==> src/sv/msad_pkg.sv <==
// ----------------------------------------------------------------------------
// msad_pkg
// Shared widths, types and constants of the multiturn steering angle decoder.
// ----------------------------------------------------------------------------
package msad_pkg;

	localparam int unsigned MvW     = 13;
	localparam int unsigned GainW   = 16;
	localparam int unsigned OffW    = 15;
	localparam int unsigned AngleW  = 16;
	localparam int unsigned BaseW   = 14;
	localparam int unsigned ProdW   = MvW + GainW;
	localparam int unsigned TermW   = 14;
	localparam int unsigned SumW    = 16;
	localparam int unsigned SatW    = 15;
	localparam int unsigned ZoneW   = 4;
	localparam int unsigned NumZoneLevels = 8;
	localparam int unsigned CfgIdxW = 3;
	localparam int unsigned CfgDatW = 16;

	localparam logic [ProdW:0] RoundHalf = (ProdW+1)'(32768);
	localparam logic signed [SumW-1:0] AngleLimit = SumW'(9000);

	typedef logic [MvW-1:0] mv_t;
	typedef logic [MvW-1:0] zone_levels_t [NumZoneLevels];

	localparam zone_levels_t ZoneLevel = '{
		MvW'(700), MvW'(1100), MvW'(1622), MvW'(2040),
		MvW'(2420), MvW'(2935), MvW'(3450), MvW'(4000)
	};

	typedef enum logic [CfgIdxW-1:0] {
		REG_P2_HALF   = 3'd0,
		REG_P1_HIGH   = 3'd1,
		REG_P1_LOW    = 3'd2,
		REG_GAIN      = 3'd3,
		REG_OFFSET    = 3'd4
	} cfg_reg_t;

	localparam mv_t                     RstP2Half = MvW'(2480);
	localparam mv_t                     RstP1High = MvW'(2360);
	localparam mv_t                     RstP1Low  = MvW'(2380);
	localparam logic [GainW-1:0]        RstGain   = GainW'(23783);
	localparam logic signed [OffW-1:0]  RstOffset = OffW'(1040);

	typedef struct packed {
		mv_t                     p2_half;
		mv_t                     p1_high;
		mv_t                     p1_low;
		logic [GainW-1:0]        gain;
		logic signed [OffW-1:0]  offset;
	} msad_cfg_t;

	// zone base, sign of the gain term and magnitude of its multiplicand
	typedef struct packed {
		logic signed [BaseW-1:0] base;
		logic                    neg;
		mv_t                     mag;
	} msad_term_t;

endpackage

==> src/sv/msad_meas_if.sv <==
// ----------------------------------------------------------------------------
// msad_meas_if
// Sample channel: three track voltages per transaction.
// ----------------------------------------------------------------------------
interface msad_meas_if import msad_pkg::*; ();
	logic valid;
	logic ready;
	mv_t  p1_mv;
	mv_t  p2_mv;
	mv_t  p3_mv;

	modport source (output valid, p1_mv, p2_mv, p3_mv, input ready);
	modport sink (input valid, p1_mv, p2_mv, p3_mv, output ready);
endinterface

==> src/sv/msad_angle_if.sv <==
// ----------------------------------------------------------------------------
// msad_angle_if
// Result channel: one steering angle per transaction.
// ----------------------------------------------------------------------------
interface msad_angle_if import msad_pkg::*; ();
	logic                     valid;
	logic                     ready;
	logic signed [AngleW-1:0] angle_tenths;

	modport source (output valid, angle_tenths, input ready);
	modport sink (input valid, angle_tenths, output ready);
endinterface

==> src/sv/msad_cfg_if.sv <==
// ----------------------------------------------------------------------------
// msad_cfg_if
// Register write channel: index and data per transaction.
// ----------------------------------------------------------------------------
interface msad_cfg_if import msad_pkg::*; ();
	logic               valid;
	logic               ready;
	logic [CfgIdxW-1:0] index;
	logic [CfgDatW-1:0] data;

	modport source (output valid, index, data, input ready);
	modport sink (input valid, index, data, output ready);
endinterface

==> src/sv/msad_zone_decode.sv <==
// ----------------------------------------------------------------------------
// msad_zone_decode
// Picks the 180-degree zone from P3 and the direction from P1 and P2, and
// gives the zone base, term sign and multiplicand magnitude.
// ----------------------------------------------------------------------------
module msad_zone_decode import msad_pkg::*; (
	input  mv_t        p1_mv,
	input  mv_t        p2_mv,
	input  mv_t        p3_mv,
	input  msad_cfg_t  cfg,
	output msad_term_t term
);

	logic [ZoneW-1:0]   zone;
	logic signed [MvW:0] d_half;
	mv_t                 mag_half;
	logic                half_neg;
	logic                lt_low, gt_low, gt_high, p2_lt;
	logic                use_half, sub;
	logic signed [BaseW-1:0] base;

	always_comb begin
		zone = '0;
		for (int i = 0; i < NumZoneLevels; i++) begin
			zone = zone + ZoneW'(p3_mv >= ZoneLevel[i]);
		end
	end

	assign d_half   = $signed({1'b0, p2_mv}) - $signed({1'b0, cfg.p2_half});
	assign half_neg = d_half[MvW];
	assign mag_half = half_neg ? MvW'(-d_half) : d_half[MvW-1:0];

	assign lt_low  = p1_mv < cfg.p1_low;
	assign gt_low  = p1_mv > cfg.p1_low;
	assign gt_high = p1_mv > cfg.p1_high;
	assign p2_lt   = p2_mv < cfg.p2_half;

	always_comb begin
		use_half = 1'b0;
		sub      = 1'b0;
		base     = '0;
		unique case (zone)
			4'd0: begin
				if (lt_low && p2_lt) begin
					base = -BaseW'(7200); sub = 1'b1;
				end else if (gt_low) begin
					base = -BaseW'(7200);
				end else begin
					base = -BaseW'(8100); sub = 1'b1; use_half = 1'b1;
				end
			end
			4'd1: begin
				use_half = 1'b1;
				base = gt_high ? -BaseW'(6300) : -BaseW'(4500);
				sub  = !gt_high;
			end
			4'd2: begin
				base = -BaseW'(3600);
				sub  = lt_low;
			end
			4'd3: begin
				use_half = 1'b1;
				base = gt_high ? -BaseW'(2700) : -BaseW'(900);
				sub  = !gt_high;
			end
			4'd4: begin
				base = '0;
				sub  = lt_low;
			end
			4'd5: begin
				use_half = 1'b1;
				base = gt_high ? BaseW'(900) : BaseW'(2700);
				sub  = !gt_high;
			end
			4'd6: begin
				base = BaseW'(3600);
				sub  = lt_low;
			end
			4'd7: begin
				use_half = 1'b1;
				base = gt_high ? BaseW'(4500) : BaseW'(6300);
				sub  = !gt_high;
			end
			default: begin
				if (lt_low) begin
					base = BaseW'(7200); sub = 1'b1;
				end else if (gt_low && p2_lt) begin
					base = BaseW'(7200);
				end else begin
					base = BaseW'(8100); use_half = 1'b1;
				end
			end
		endcase
	end

	assign term.base = base;
	assign term.neg  = use_half ? (sub ^ half_neg) : sub;
	assign term.mag  = use_half ? mag_half : p2_mv;

endmodule

==> src/sv/multiturn_steering_angle_decode_top.sv <==
// ----------------------------------------------------------------------------
// multiturn_steering_angle_decode_top
// Steering angle from three sensor track voltages, in tenths of a degree.
// ----------------------------------------------------------------------------
// One sample is taken every clock cycle unless held, and its angle is presented
// from the last of four register stages: zone decode, gain multiply, round and
// saturate, then offset and negation. The whole pipeline holds while an angle
// waits on the result channel. The user must write registers over the config
// channel between samples, when no transaction is in flight; this is not enforced.
module multiturn_steering_angle_decode_top import msad_pkg::*; (
	input  logic         clk,
	input  logic         arst_n,
	msad_meas_if.sink    meas,
	msad_angle_if.source angle,
	msad_cfg_if.sink     cfg
);

	msad_cfg_t  cfg_q;
	msad_term_t term;
	logic       en;

	logic                    v_s1, v_s2, v_s3, v_s4;
	msad_term_t              term_s1;
	logic [ProdW-1:0]        prod_s2;
	logic                    neg_s2;
	logic signed [BaseW-1:0] base_s2;
	logic signed [SatW-1:0]  sat_s3;
	logic signed [AngleW-1:0] angle_s4;

	logic [ProdW:0]          rounded;
	logic [TermW-1:0]        gterm;
	logic signed [SumW-1:0]  sum;
	logic signed [SatW-1:0]  sat;
	logic signed [SumW-1:0]  with_off;

	// register file
	assign cfg.ready = 1'b1;

	always_ff @(posedge clk or negedge arst_n) begin
		if (!arst_n) begin
			cfg_q.p2_half <= RstP2Half;
			cfg_q.p1_high <= RstP1High;
			cfg_q.p1_low  <= RstP1Low;
			cfg_q.gain    <= RstGain;
			cfg_q.offset  <= RstOffset;
		end else if (cfg.valid) begin
			case (cfg.index)
				REG_P2_HALF: cfg_q.p2_half <= cfg.data[MvW-1:0];
				REG_P1_HIGH: cfg_q.p1_high <= cfg.data[MvW-1:0];
				REG_P1_LOW:  cfg_q.p1_low  <= cfg.data[MvW-1:0];
				REG_GAIN:    cfg_q.gain    <= cfg.data[GainW-1:0];
				REG_OFFSET:  cfg_q.offset  <= cfg.data[OffW-1:0];
				default: ;
			endcase
		end
	end

	msad_zone_decode u_zone (
		.p1_mv (meas.p1_mv),
		.p2_mv (meas.p2_mv),
		.p3_mv (meas.p3_mv),
		.cfg   (cfg_q),
		.term  (term)
	);

	assign en         = !v_s4 || angle.ready;
	assign meas.ready = en;

	always_ff @(posedge clk or negedge arst_n) begin
		if (!arst_n) begin
			v_s1 <= 1'b0;
			v_s2 <= 1'b0;
			v_s3 <= 1'b0;
			v_s4 <= 1'b0;
		end else if (en) begin
			v_s1 <= meas.valid;
			v_s2 <= v_s1;
			v_s3 <= v_s2;
			v_s4 <= v_s3;
		end
	end

	// round half away from zero on the magnitude
	assign rounded = {1'b0, prod_s2} + RoundHalf;
	assign gterm   = rounded[ProdW:GainW] & {TermW{1'b1}};
	assign sum     = neg_s2 ? SumW'(base_s2) - SumW'(gterm) : SumW'(base_s2) + SumW'(gterm);

	always_comb begin
		if (sum < -AngleLimit) begin
			sat = SatW'(-AngleLimit);
		end else if (sum > AngleLimit) begin
			sat = SatW'(AngleLimit);
		end else begin
			sat = sum[SatW-1:0];
		end
	end

	assign with_off = SumW'(sat_s3) + SumW'(cfg_q.offset);

	always_ff @(posedge clk) begin
		if (en) begin
			term_s1  <= term;
			prod_s2  <= ProdW'(term_s1.mag) * ProdW'(cfg_q.gain);
			neg_s2   <= term_s1.neg;
			base_s2  <= term_s1.base;
			sat_s3   <= sat;
			angle_s4 <= AngleW'(-with_off);
		end
	end

	assign angle.valid        = v_s4;
	assign angle.angle_tenths = angle_s4;

endmodule
==> src/flat_wrapper.sv <==
// flat-port wrapper written by rule: the top's interface ports become plain ports
module multiturn_steering_angle_decode_top_flat import msad_pkg::*;
  (clk, arst_n, meas_valid, meas_p1_mv, meas_p2_mv, meas_p3_mv, meas_ready, angle_valid, angle_angle_tenths, angle_ready, cfg_valid, cfg_index, cfg_data, cfg_ready);
  msad_meas_if meas_i ();
  msad_angle_if angle_i ();
  msad_cfg_if cfg_i ();
  input  logic clk;
  input  logic arst_n;
  input wire logic [$bits(meas_i.valid)-1:0] meas_valid;
  input wire logic [$bits(meas_i.p1_mv)-1:0] meas_p1_mv;
  input wire logic [$bits(meas_i.p2_mv)-1:0] meas_p2_mv;
  input wire logic [$bits(meas_i.p3_mv)-1:0] meas_p3_mv;
  output wire logic [$bits(meas_i.ready)-1:0] meas_ready;
  output wire logic [$bits(angle_i.valid)-1:0] angle_valid;
  output wire logic [$bits(angle_i.angle_tenths)-1:0] angle_angle_tenths;
  input wire logic [$bits(angle_i.ready)-1:0] angle_ready;
  input wire logic [$bits(cfg_i.valid)-1:0] cfg_valid;
  input wire logic [$bits(cfg_i.index)-1:0] cfg_index;
  input wire logic [$bits(cfg_i.data)-1:0] cfg_data;
  output wire logic [$bits(cfg_i.ready)-1:0] cfg_ready;
  assign meas_i.valid = meas_valid;
  assign meas_i.p1_mv = meas_p1_mv;
  assign meas_i.p2_mv = meas_p2_mv;
  assign meas_i.p3_mv = meas_p3_mv;
  assign meas_ready = meas_i.ready;
  assign angle_valid = angle_i.valid;
  assign angle_angle_tenths = angle_i.angle_tenths;
  assign angle_i.ready = angle_ready;
  assign cfg_i.valid = cfg_valid;
  assign cfg_i.index = cfg_index;
  assign cfg_i.data = cfg_data;
  assign cfg_ready = cfg_i.ready;
  multiturn_steering_angle_decode_top u_core (.clk(clk), .arst_n(arst_n), .meas(meas_i), .angle(angle_i), .cfg(cfg_i));
endmodule
==> config.mk <==
export PLATFORM = sky130hd
export DESIGN_NAME = multiturn_steering_angle_decode_top_flat
export DESIGN_NICKNAME = d
export VERILOG_FILES = /design/src/sv/msad_pkg.sv /design/src/sv/msad_meas_if.sv /design/src/sv/msad_angle_if.sv /design/src/sv/msad_cfg_if.sv /design/src/sv/msad_zone_decode.sv /design/src/sv/multiturn_steering_angle_decode_top.sv /design/src/flat_wrapper.sv
export SDC_FILE = /design/constraint.sdc
export NUM_CORES = 1
export LEC_CHECK = 0
export BUFFER_PORTS_ARGS = -buffer_cell sky130_fd_sc_hd__buf_2
export CORE_ASPECT_RATIO = 1.5
export CORE_MARGIN = 8
export CORE_UTILIZATION = 45
export DETAILED_ROUTE_END_ITERATION = 16
export HOLD_SLACK_MARGIN = 0.05
export SLEW_MARGIN = 20
export SYNTH_ARGS = -nofsm -noshare
export SYNTH_HDL_FRONTEND = slang
export SYNTH_HIERARCHICAL = 1
export SYNTH_SLANG_ARGS = --single-unit
==> constraint.sdc <==
create_clock -name clk -period 17.69 [get_ports clk]
set_clock_uncertainty 0.05 [all_clocks]
set_input_delay 3.538 -clock clk [delete_from_list [all_inputs] [get_ports clk]]
set_output_delay 3.538 -clock clk [all_outputs]
set_load 0.01 [all_outputs]
==> impl_metrics.toml, run 1 <==
[run_status]
status = "complete, no violations"

[critical_path]
slowest_stage = "a211o_2"
path_common_cell = "fa_1"
worstPathArrival_ns = 8.37
worstReg2RegStart = "u_core/term_s1[3]$_DFFE_PP_"
r2r_end = "u_core/prod_s2[20]$_DFFE_PP_"
criticalPathCategory = "in2reg"
rrSetupSlack_ns = 11.03
critical_path_buf_inv_count = 2
critical_path.startpoint_type = "input port"
max_stage_delay_ns = 0.60
crit_path_end_kind = "flop"
reg2regPathDepth = 20
path_cells = "buf_2, nor2_1, a21boi_0, o41ai_1, nand2_1, ha_1, inv_1, fa_1, fa_1, fa_1, fa_1, xnor2_1, nor2_1, nand3_1, o22ai_1, a211o_2, mux2_4"
worst_path_dominant_cell_family = "adder cells"
critPathRequiredTime_ns = 17.83
cp_max_fo = 26

[drt]
viasPerCell = 5.33
routedWlPerCell_um = 17.2
vias = 12100
route.detailed.drc = 0
drtAntennaViolNets = 0
first_pass_iters = 5
routed_wl_um = 39000
drtIter0Drc = 513

[sta]
setup_viol = 0
final_hold_viol_count = 0
holdWs_ns = 0.364
max_freq_ghz = 0.121
maxSlewViolCount = 0
tightest_slew_ns = 0.962
timing.setup.tns_ns = 0
rsz0062_at_grt = "false"
period_needed_ns = 8.23
post-route-period-util = 0.465
slew_headroom = 0.359

[synthesis]
synthTopCellsByArea = "fa_1, edfxtp_1, ha_1"
yosysMostFrequentCell = "inv_1"
postSynthAreaPerCell_um2 = 9.72
yosysTopAreaCell = "fa_1"
async_flop_share = 0.457
yosysWarnings = 6
synth_cells = 1728
synth_cell_types = 85
seq_area_frac_synth = 0.270
synth_edf_count = 88
synthTopCellsByCount = "inv_1, nand2_1, fa_1"
syn_area_um2 = 16800
synthDominantCellAreaShare = 0.191
synth-seq-cells = 162
ys.flop_type = "edfxtp_1"

[worst_hold_path]
hold_start = "u_core/term_s1[20]$_DFFE_PP_"
hold_path.class = "reg2reg"
min_to = "u_core/base_s2[6]$_DFFE_PP_"
hold_path_depth = 0

[floorplanning]
start_util = 0.456
die_x_um = 174
core_um2 = 36800
die_h_um = 253
die-area_um2 = 43900
io_pins = 82
rows = 86

[cts]
post-cts-setup-buffer-count = 0
cts_sinks = 162
tritoncts.num_buffers = 17
holdBufCountCts = 0
ctsHtreeMaxLevel = 4
cts.root.buffer_cell = "clkbuf_16"
cts_tree = "yes"
cts_resized = 0
max-clock-path-buffers = 2
clk_latency_ns = 0.43
cts.clk_slew.worst_paths_ns = 0.07

[place]
io_buffers = 80
place_hpwl_um = 30600
gp_congestion = 0.871

[layout]
antenna_cells = 0
syn2layout_area_growth_pct = 7.77
fin_util = 0.492
nNetsFinal = 2156
drive_above_1_share = 0.139

[global_routing]
grt_max_degree = 75
grt_use_total = 0.180
grt.overflow.total = 0
grt_pass1_wl_um = 64000
antenna_found_initial = 0
grt_pass1_vias = 12800

[run]
drv_cap = 0
stage by stage:
stage | setup WS [ns] | instance area (um2) | std cells
after floorplan | 8.26 | 16800 | 1729
after global placement | 8.83 | 17600 | 2239
after detailed placement | 8.70 | 17600 | 2239
after CTS | 9.14 | 18100 | 2271
after global routing | 9.07 | 18100 | 2271
final | 9.46 | 18100 | 2271
how the worst max path moves through the flow:
stage | from | endpoint | slack (ns) | cells past startpoint
6_report | meas_p3_mv[4] | u_core/term_s1[11]$_DFFE_PP_ | 9.46 | 17
5_1_grt | meas_p3_mv[4] | u_core/term_s1[11]$_DFFE_PP_ | 9.07 | 17
4_1_cts | meas_p3_mv[4] | u_core/term_s1[13]$_DFFE_PP_ | 9.14 | 18
3_5_place_dp | meas_p3_mv[1] | u_core/term_s1[13]$_DFFE_PP_ | 8.70 | 18
3_3_place_gp | meas_p3_mv[1] | u_core/term_s1[13]$_DFFE_PP_ | 8.83 | 18
2_1_floorplan | angle_ready | meas_ready | 8.26 | 1
registers in the layout, indices dropped and copies added, names as in the netlist:
register                   flops
u_core/angle.angle_tenths     16
u_core/angle.valid             1
u_core/base_s2                14
u_core/cfg_q                  70
u_core/neg_s2                  1
u_core/prod_s2                14
u_core/sat_s3                 15
u_core/term_s1                28
u_core/v_s1                    1
u_core/v_s2                    1
u_core/v_s3                    1
cell type report:
cell class / count / area (um2)
clock buffer: 18 / 429
multi-input combinational: 1232 / 11000
timing repair buffer: 83 / 425
inverter: 278 / 1040
clock inverter: 14 / 103
sequential: 162 / 4530
fill: 3535 / 18700
tap: 484 / 606
cells in the final DEF (no fill, tap or decap), types with 6 or more instances in the layout:
master     netlist  final
a21boi_0         8      8
a21o_1          20     20
a21oi_1         78     78
a21oi_2         10     10
a31oi_1         13     13
and2_1          90     90
and3_1           9      9
buf_2            3     79
clkbuf_16        0     17
dfrtp_1         47     47
dfstp_2         27     27
edfxtp_1        88     88
fa_1           160    160
ha_1           159    159
inv_1          276    276
mux2_2          61     61
mux2i_1          8      8
nand2_1        184    184
nand2b_1        12     11
nand3_1         23     23
nand4_1         11     11
nor2_1          78     77
nor2_2           7      8
nor2b_1         13     13
nor3_1          18     17
nor4_1           6      6
o21a_1           6      6
o21ai_0         50     50
o21ai_1          9      9
o22ai_1          6      6
or3_1            8      8
xnor2_1         58     58
xor2_1          30     30
cells by family (layout without fill, tap and decap cells):
logic type                 after synthesis  in the layout  synth area share
other                                    2              3          0.000447
DFF                                    162            162             0.270
and+or+nand+nor                        486            486             0.143
adders and majority gates              320            320             0.310
buffers and inverters                  335            393            0.0794
xor gates and xnor gates                89             89            0.0469
muxes                                   70             70            0.0466
AOI/OAI and AO/OA                      264            264             0.104
metal layers:
layer	share of wire	vias up	GRT usage
met5	0	-	0
met4	0.022	0	0.0556
met3	0.027	61	0.0205
met2	0.52	230	0.333
met1	0.43	6001	0.216
li1	-	5817	-
Power of run 1 is not shown: default switching activity piles up to over one toggle a cycle in this logic, so the estimate is an artifact.
==> run 2: changes to the inputs <==
- ABC_AREA: not set -> 1
- clock period: 17.69 -> 6.7 ns (I/O delays scaled with it)
==> run 2 against run 1 <==
Compared with the run above: worst setup slack got worse by 8.4 ns; sequential cell count is the same; final cell count grew 25%; largest cell class unchanged; design area rose by 5.2%; clock-buffer cell count stayed put; critical path type is now reg2reg; die area grew 4.9%; critical path depth unchanged; sequential share of layout area shrank 1.2 points.
==> impl_metrics.toml, run 2 <==
[critical_path]
max_stage_delay_ns = 0.86
r2r_end = "u_core/prod_s2[25]$_DFFE_PP_"
worstReg2RegStart = "u_core/term_s1[9]$_DFFE_PP_"
path_cells = "nand2_1, fa_1, inv_1, fa_1, fa_1, fa_1, inv_1, fa_1, inv_1, ha_1, nand2_1, nor4_1, nand4_1, nand3_1, nand3_1, o211ai_1, xor2_1"
startpoint = "u_core/term_s1[9]$_DFFE_PP_"
worstPathArrival_ns = 5.75
slowest_stage = "edfxtp_1"
critPathRequiredTime_ns = 6.83
rrSetupSlack_ns = 1.08
cp_max_fo = 16
criticalPathCategory = "reg2reg"
reg2regPathDepth = 17
critical_path.startpoint_type = "flop"
path_common_cell = "fa_1"
critical_path_buf_inv_count = 3
crit_path_end_kind = "flop"
worst_path_dominant_cell_family = "adder cells"

[cts]
max-clock-path-buffers = 2
holdBufCountCts = 0
cts_tree = "yes"
cts_resized = 0
cts.root.buffer_cell = "clkbuf_16"
post-cts-setup-buffer-count = 0
tritoncts.num_buffers = 17
cts_sinks = 162
ctsHtreeMaxLevel = 4
cts.clk_slew.worst_paths_ns = 0.07
clk_latency_ns = 0.44

[global_routing]
grt.overflow.total = 0
grt_pass1_wl_um = 75200
grt_max_degree = 75
grt_use_total = 0.206
grt_pass1_vias = 15000
antenna_found_initial = 0

[synthesis]
seq_area_frac_synth = 0.256
syn_area_um2 = 17700
synthTopCellsByArea = "fa_1, edfxtp_1, nand2_1"
synthTopCellsByCount = "nand2_1, inv_1, fa_1"
yosysMostFrequentCell = "nand2_1"
synth_cells = 2277
yosysWarnings = 6
synth_cell_types = 55
yosysTopAreaCell = "fa_1"
synth_edf_count = 88
synth-seq-cells = 162
ys.flop_type = "edfxtp_1"
synthDominantCellAreaShare = 0.181
postSynthAreaPerCell_um2 = 7.77
async_flop_share = 0.457

[sta]
period_needed_ns = 5.62
slew_headroom = 0.361
final_hold_viol_count = 0
maxSlewViolCount = 0
post-route-period-util = 0.838
timing.setup.tns_ns = 0
setup_viol = 0
max_freq_ghz = 0.178
tightest_slew_ns = 0.956
rsz0062_at_grt = "false"

[layout]
fin_util = 0.487
layout_common_cells = "nand2_1, inv_1, fa_1"
final_common_cell = "nand2_1"
drive_above_1_share = 0.0897
layout.cells.non_filler = 2831
multiInputGateArea_um2 = 11000
nNetsFinal = 2700
top_register = "u_core/cfg_q"
regArea_um2 = 4530
largest_register_ffs = 70
fillers = 3879
syn2layout_area_growth_pct = 7.63
design_area_um2 = 19000
antenna_cells = 0

[floorplanning]
die_h_um = 259
rows = 89
io_pins = 82
core_um2 = 39100
die_x_um = 178
start_util = 0.453
die-area_um2 = 46000

[worst_hold_path]
hold_start = "u_core/term_s1[15]$_DFFE_PP_"
hold_path_depth = 0
min_to = "u_core/base_s2[1]$_DFFE_PP_"
hold_path.class = "reg2reg"

[drt]
drtAntennaViolNets = 0
routedWlPerCell_um = 16.3
drtIter0Drc = 661
first_pass_iters = 5
route.detailed.drc = 0
viasPerCell = 5.11
vias = 14500
routed_wl_um = 46300

[place]
dpl_cell_area_um2 = 18500
place_hpwl_um = 37600
io_buffers = 80
gp_congestion = 0.925
dp.cells = 2799

[run_status]
status = "complete, no violations"

[run]
drv_cap = 0
-- run 2: cell types whose count changed after synthesis, sizes merged, moves of 17 or more --
cell and delta:
o21ai +67, nand3 +76, inv +222, nor2 +32, a21o -17, mux2 -59, nand2 +467, xnor2 -39
and2 -89
-- run 2: area by class of cell --
type	instances	share of cell area
Multi-Input combinational cell	1553	0.578
Sequential cell	162	0.238
Inverter	500	0.0987
Timing Repair Buffer	84	0.0227
Clock buffer	18	0.0231
Clock inverter	14	0.00716
Tap cell	500	0.0329
-- run 2: cells by family (layout without fill, tap and decap cells) --
| kind of cell | Yosys count | after routing | share of synthesized area |
|---|---|---|---|
| AO/OA/AOI/OAI | 242 | 242 | 0.0746 |
| XOR/XNOR | 48 | 48 | 0.0238 |
| adder cells (fa/ha/maj) | 319 | 319 | 0.294 |
| buffers and inverters | 563 | 616 | 0.123 |
| flip-flops | 162 | 162 | 0.256 |
| multiplexers | 3 | 3 | 0.00191 |
| other | 2 | 3 | 0.000425 |
| AND/OR/NAND/NOR | 938 | 938 | 0.227 |
-- run 2: routing by layer --
metal / global-route usage / wire length (um) / vias to the layer above
li1: - / - / 7117
met1: 0.229 / 18200 / 6981
met2: 0.390 / 25100 / 291
met3: 0.0191 / 1370 / 91
met4: 0.0834 / 1620 / 0
met5: 0 / 0 / -
-- run 2: through the flow --
step / worst slack [ns] / hold WS, ns
CTS: 1.14 / 0.381
global placement: 0.859 / 0.357
detailed placement: 0.715 / 0.367
finish: 1.08 / 0.373
floorplan: 1.26 / 0.350
global route: 0.804 / 0.395
-- run 2: how the worst max path moves through the flow --
| stage | to | slack (ns) | cells after the start |
|---|---|---|---|
| 4_1_cts | u_core/prod_s2[25]$_DFFE_PP_ | 1.14 | 17 |
| 3_5_place_dp | u_core/term_s1[12]$_DFFE_PP_ | 0.71 | 18 |
| 6_report | u_core/prod_s2[25]$_DFFE_PP_ | 1.08 | 17 |
| 2_1_floorplan | u_core/term_s1[11]$_DFFE_PP_ | 1.26 | 18 |
| 3_3_place_gp | u_core/term_s1[6]$_DFFE_PP_ | 0.86 | 18 |
| 5_1_grt | u_core/prod_s2[25]$_DFFE_PP_ | 0.80 | 17 |
Power of run 2 is left out for the same reason.
==> run 3: changes to the inputs <==
- ABC_AREA: 1 -> 0
- clock period: 6.7 -> 5.3 ns (I/O delays scaled with it)
==> run 3 against run 2 <==
Compared with the run above: the flow now finishes with violations (setup timing); sequential cell count unchanged; final cell count down 15%; non-clock buffer count up 133; global-route usage down 2.2 points; register-to-register slack worse by 1.4 ns; first-iteration DRC count down 30%; critical path depth up 3; clock-buffer cell count up 1; core utilization up 4.1 points; die area down 4.7%; fmax up 0.13%; critical path type unchanged; critical endpoint is now u_core/prod_s2[20]$_DFFE_PP_; largest cell class unchanged.
==> impl_metrics.toml, run 3 (synthesis results as in run 1) <==
[place]
place_hpwl_um = 32600
gp_congestion = 0.872
io_buffers = 80
dp.cells = 2361

[run]
drv_cap = 0

[floorplanning]
die_h_um = 253
die_x_um = 174
io_pins = 82
die-area_um2 = 43900
core_um2 = 36800
start_util = 0.456
rows = 86

[layout]
fin_util = 0.528
layout.cells.non_filler = 2405
nNetsFinal = 2290
syn2layout_area_growth_pct = 15.8
layout_common_cells = "inv_1, nand2_1, fa_1"
drive_above_1_share = 0.215
final_common_cell = "inv_1"
top_register = "u_core/cfg_q"
antenna_cells = 0
largest_register_ffs = 70

[critical_path]
criticalPathCategory = "reg2reg"
startpoint = "u_core/cfg_q[22]$_DFFE_PN1P_"
cp_max_fo = 8
critPathRequiredTime_ns = 5.43
critical_path.startpoint_type = "flop"
worstReg2RegStart = "u_core/cfg_q[22]$_DFFE_PN1P_"
worstPathArrival_ns = 5.74
crit_path_end_kind = "flop"
rrSetupSlack_ns = -0.31

[sta]
maxSlewViolCount = 0
post-route-period-util = 1.06
slew_headroom = 0.332
rsz0062_at_grt = "true"
max_freq_ghz = 0.178
holdWs_ns = 0.370
timing.setup.tns_ns = -1.78
setup_slack_ns = -0.310
period_needed_ns = 5.61
setup_viol = 11
final_hold_viol_count = 0
tightest_slew_ns = 1.00

[cts]
cts.root.buffer_cell = "clkbuf_16"
max-clock-path-buffers = 2
cts.clk_slew.worst_paths_ns = 0.06
cts_tree = "yes"
clk_latency_ns = 0.43
tritoncts.num_buffers = 17
holdBufCountCts = 0
ctsHtreeMaxLevel = 4
cts_sinks = 162

[global_routing]
grt_pass1_vias = 13200
grt_pass1_wl_um = 65500
grt_max_degree = 81
grt.overflow.total = 0
grt_use_total = 0.183
antenna_found_initial = 0

[drt]
drtAntennaViolNets = 0
viasPerCell = 5.17
drtIter0Drc = 466
first_pass_iters = 6
vias = 12400
route.detailed.drc = 0
routed_wl_um = 39900
routedWlPerCell_um = 16.6

[worst_hold_path]
hold_path.class = "reg2reg"
hold_start = "u_core/term_s1[18]$_DFFE_PP_"

[run_status]
violations = "setup timing"
status = "finished with violations"
-- run 3: layer usage --
metal | wire length [um] | vias to the layer above | GRT usage | share of wire
li1 | - | 6069 | - | -
met2 | 21200 | 203 | 0.348 | 0.53
met4 | 575 | 0 | 0.0451 | 0.014
met1 | 17000 | 6124 | 0.216 | 0.43
met3 | 1020 | 34 | 0.0211 | 0.026
met5 | 0 | - | 0 | 0
-- run 3: final cells by class --
type	count	area (um2)
timing repair buffer	217	1540
tap	484	606
sequential	162	4530
multi-input combinational	1232	11100
inverter	278	1040
fill	3368	17400
clock inverter	13	164
clock buffer	19	454
-- run 3: per-stage QoR --
stage / area, um2 / setup WS (ns)
after global routing: 19400 / -0.498
final: 19400 / -0.310
after global placement: 18600 / -0.294
after floorplan: 17000 / -0.00981
after detailed placement: 18600 / -0.353
after CTS: 19300 / -0.271
-- run 3: final timing paths --
check,to,cells after the start
max reg2reg,u_core/prod_s2[20]$_DFFE_PP_,20
max in group asynchronous,u_core/cfg_q[30]$_DFFE_PN0P_,1
min in group asynchronous,u_core/cfg_q[11]$_DFFE_PN0P_,1
min,u_core/base_s2[4]$_DFFE_PP_,0
max,u_core/prod_s2[20]$_DFFE_PP_,20
min reg2reg,u_core/base_s2[4]$_DFFE_PP_,0
-- run 3: repair_timing --
action / in CTS / in global routing
pin swaps: 2 / 14
setup endpoints to repair: 13 / 21
buffers inserted: 6 / 7
resized for setup: 7 / 10
-- run 3: worst max-delay path, stage by stage, from the launching register on --
cell,delay (ns)
dfstp_2,0.42
buf_4,0.17
buf_4,0.13
and2_1,0.15
fa_1,0.54
inv_1,0.06
fa_1,0.54
inv_1,0.05
fa_1,0.46
fa_1,0.50
fa_1,0.49
ha_1,0.31
a21oi_2,0.12
nor2b_1,0.06
or3_1,0.32
a221o_1,0.35
a21oi_2,0.18
o21ai_2,0.07
a21o_1,0.19
a21oi_2,0.14
xnor2_1,0.08
Power of run 3 is left out for the same reason.
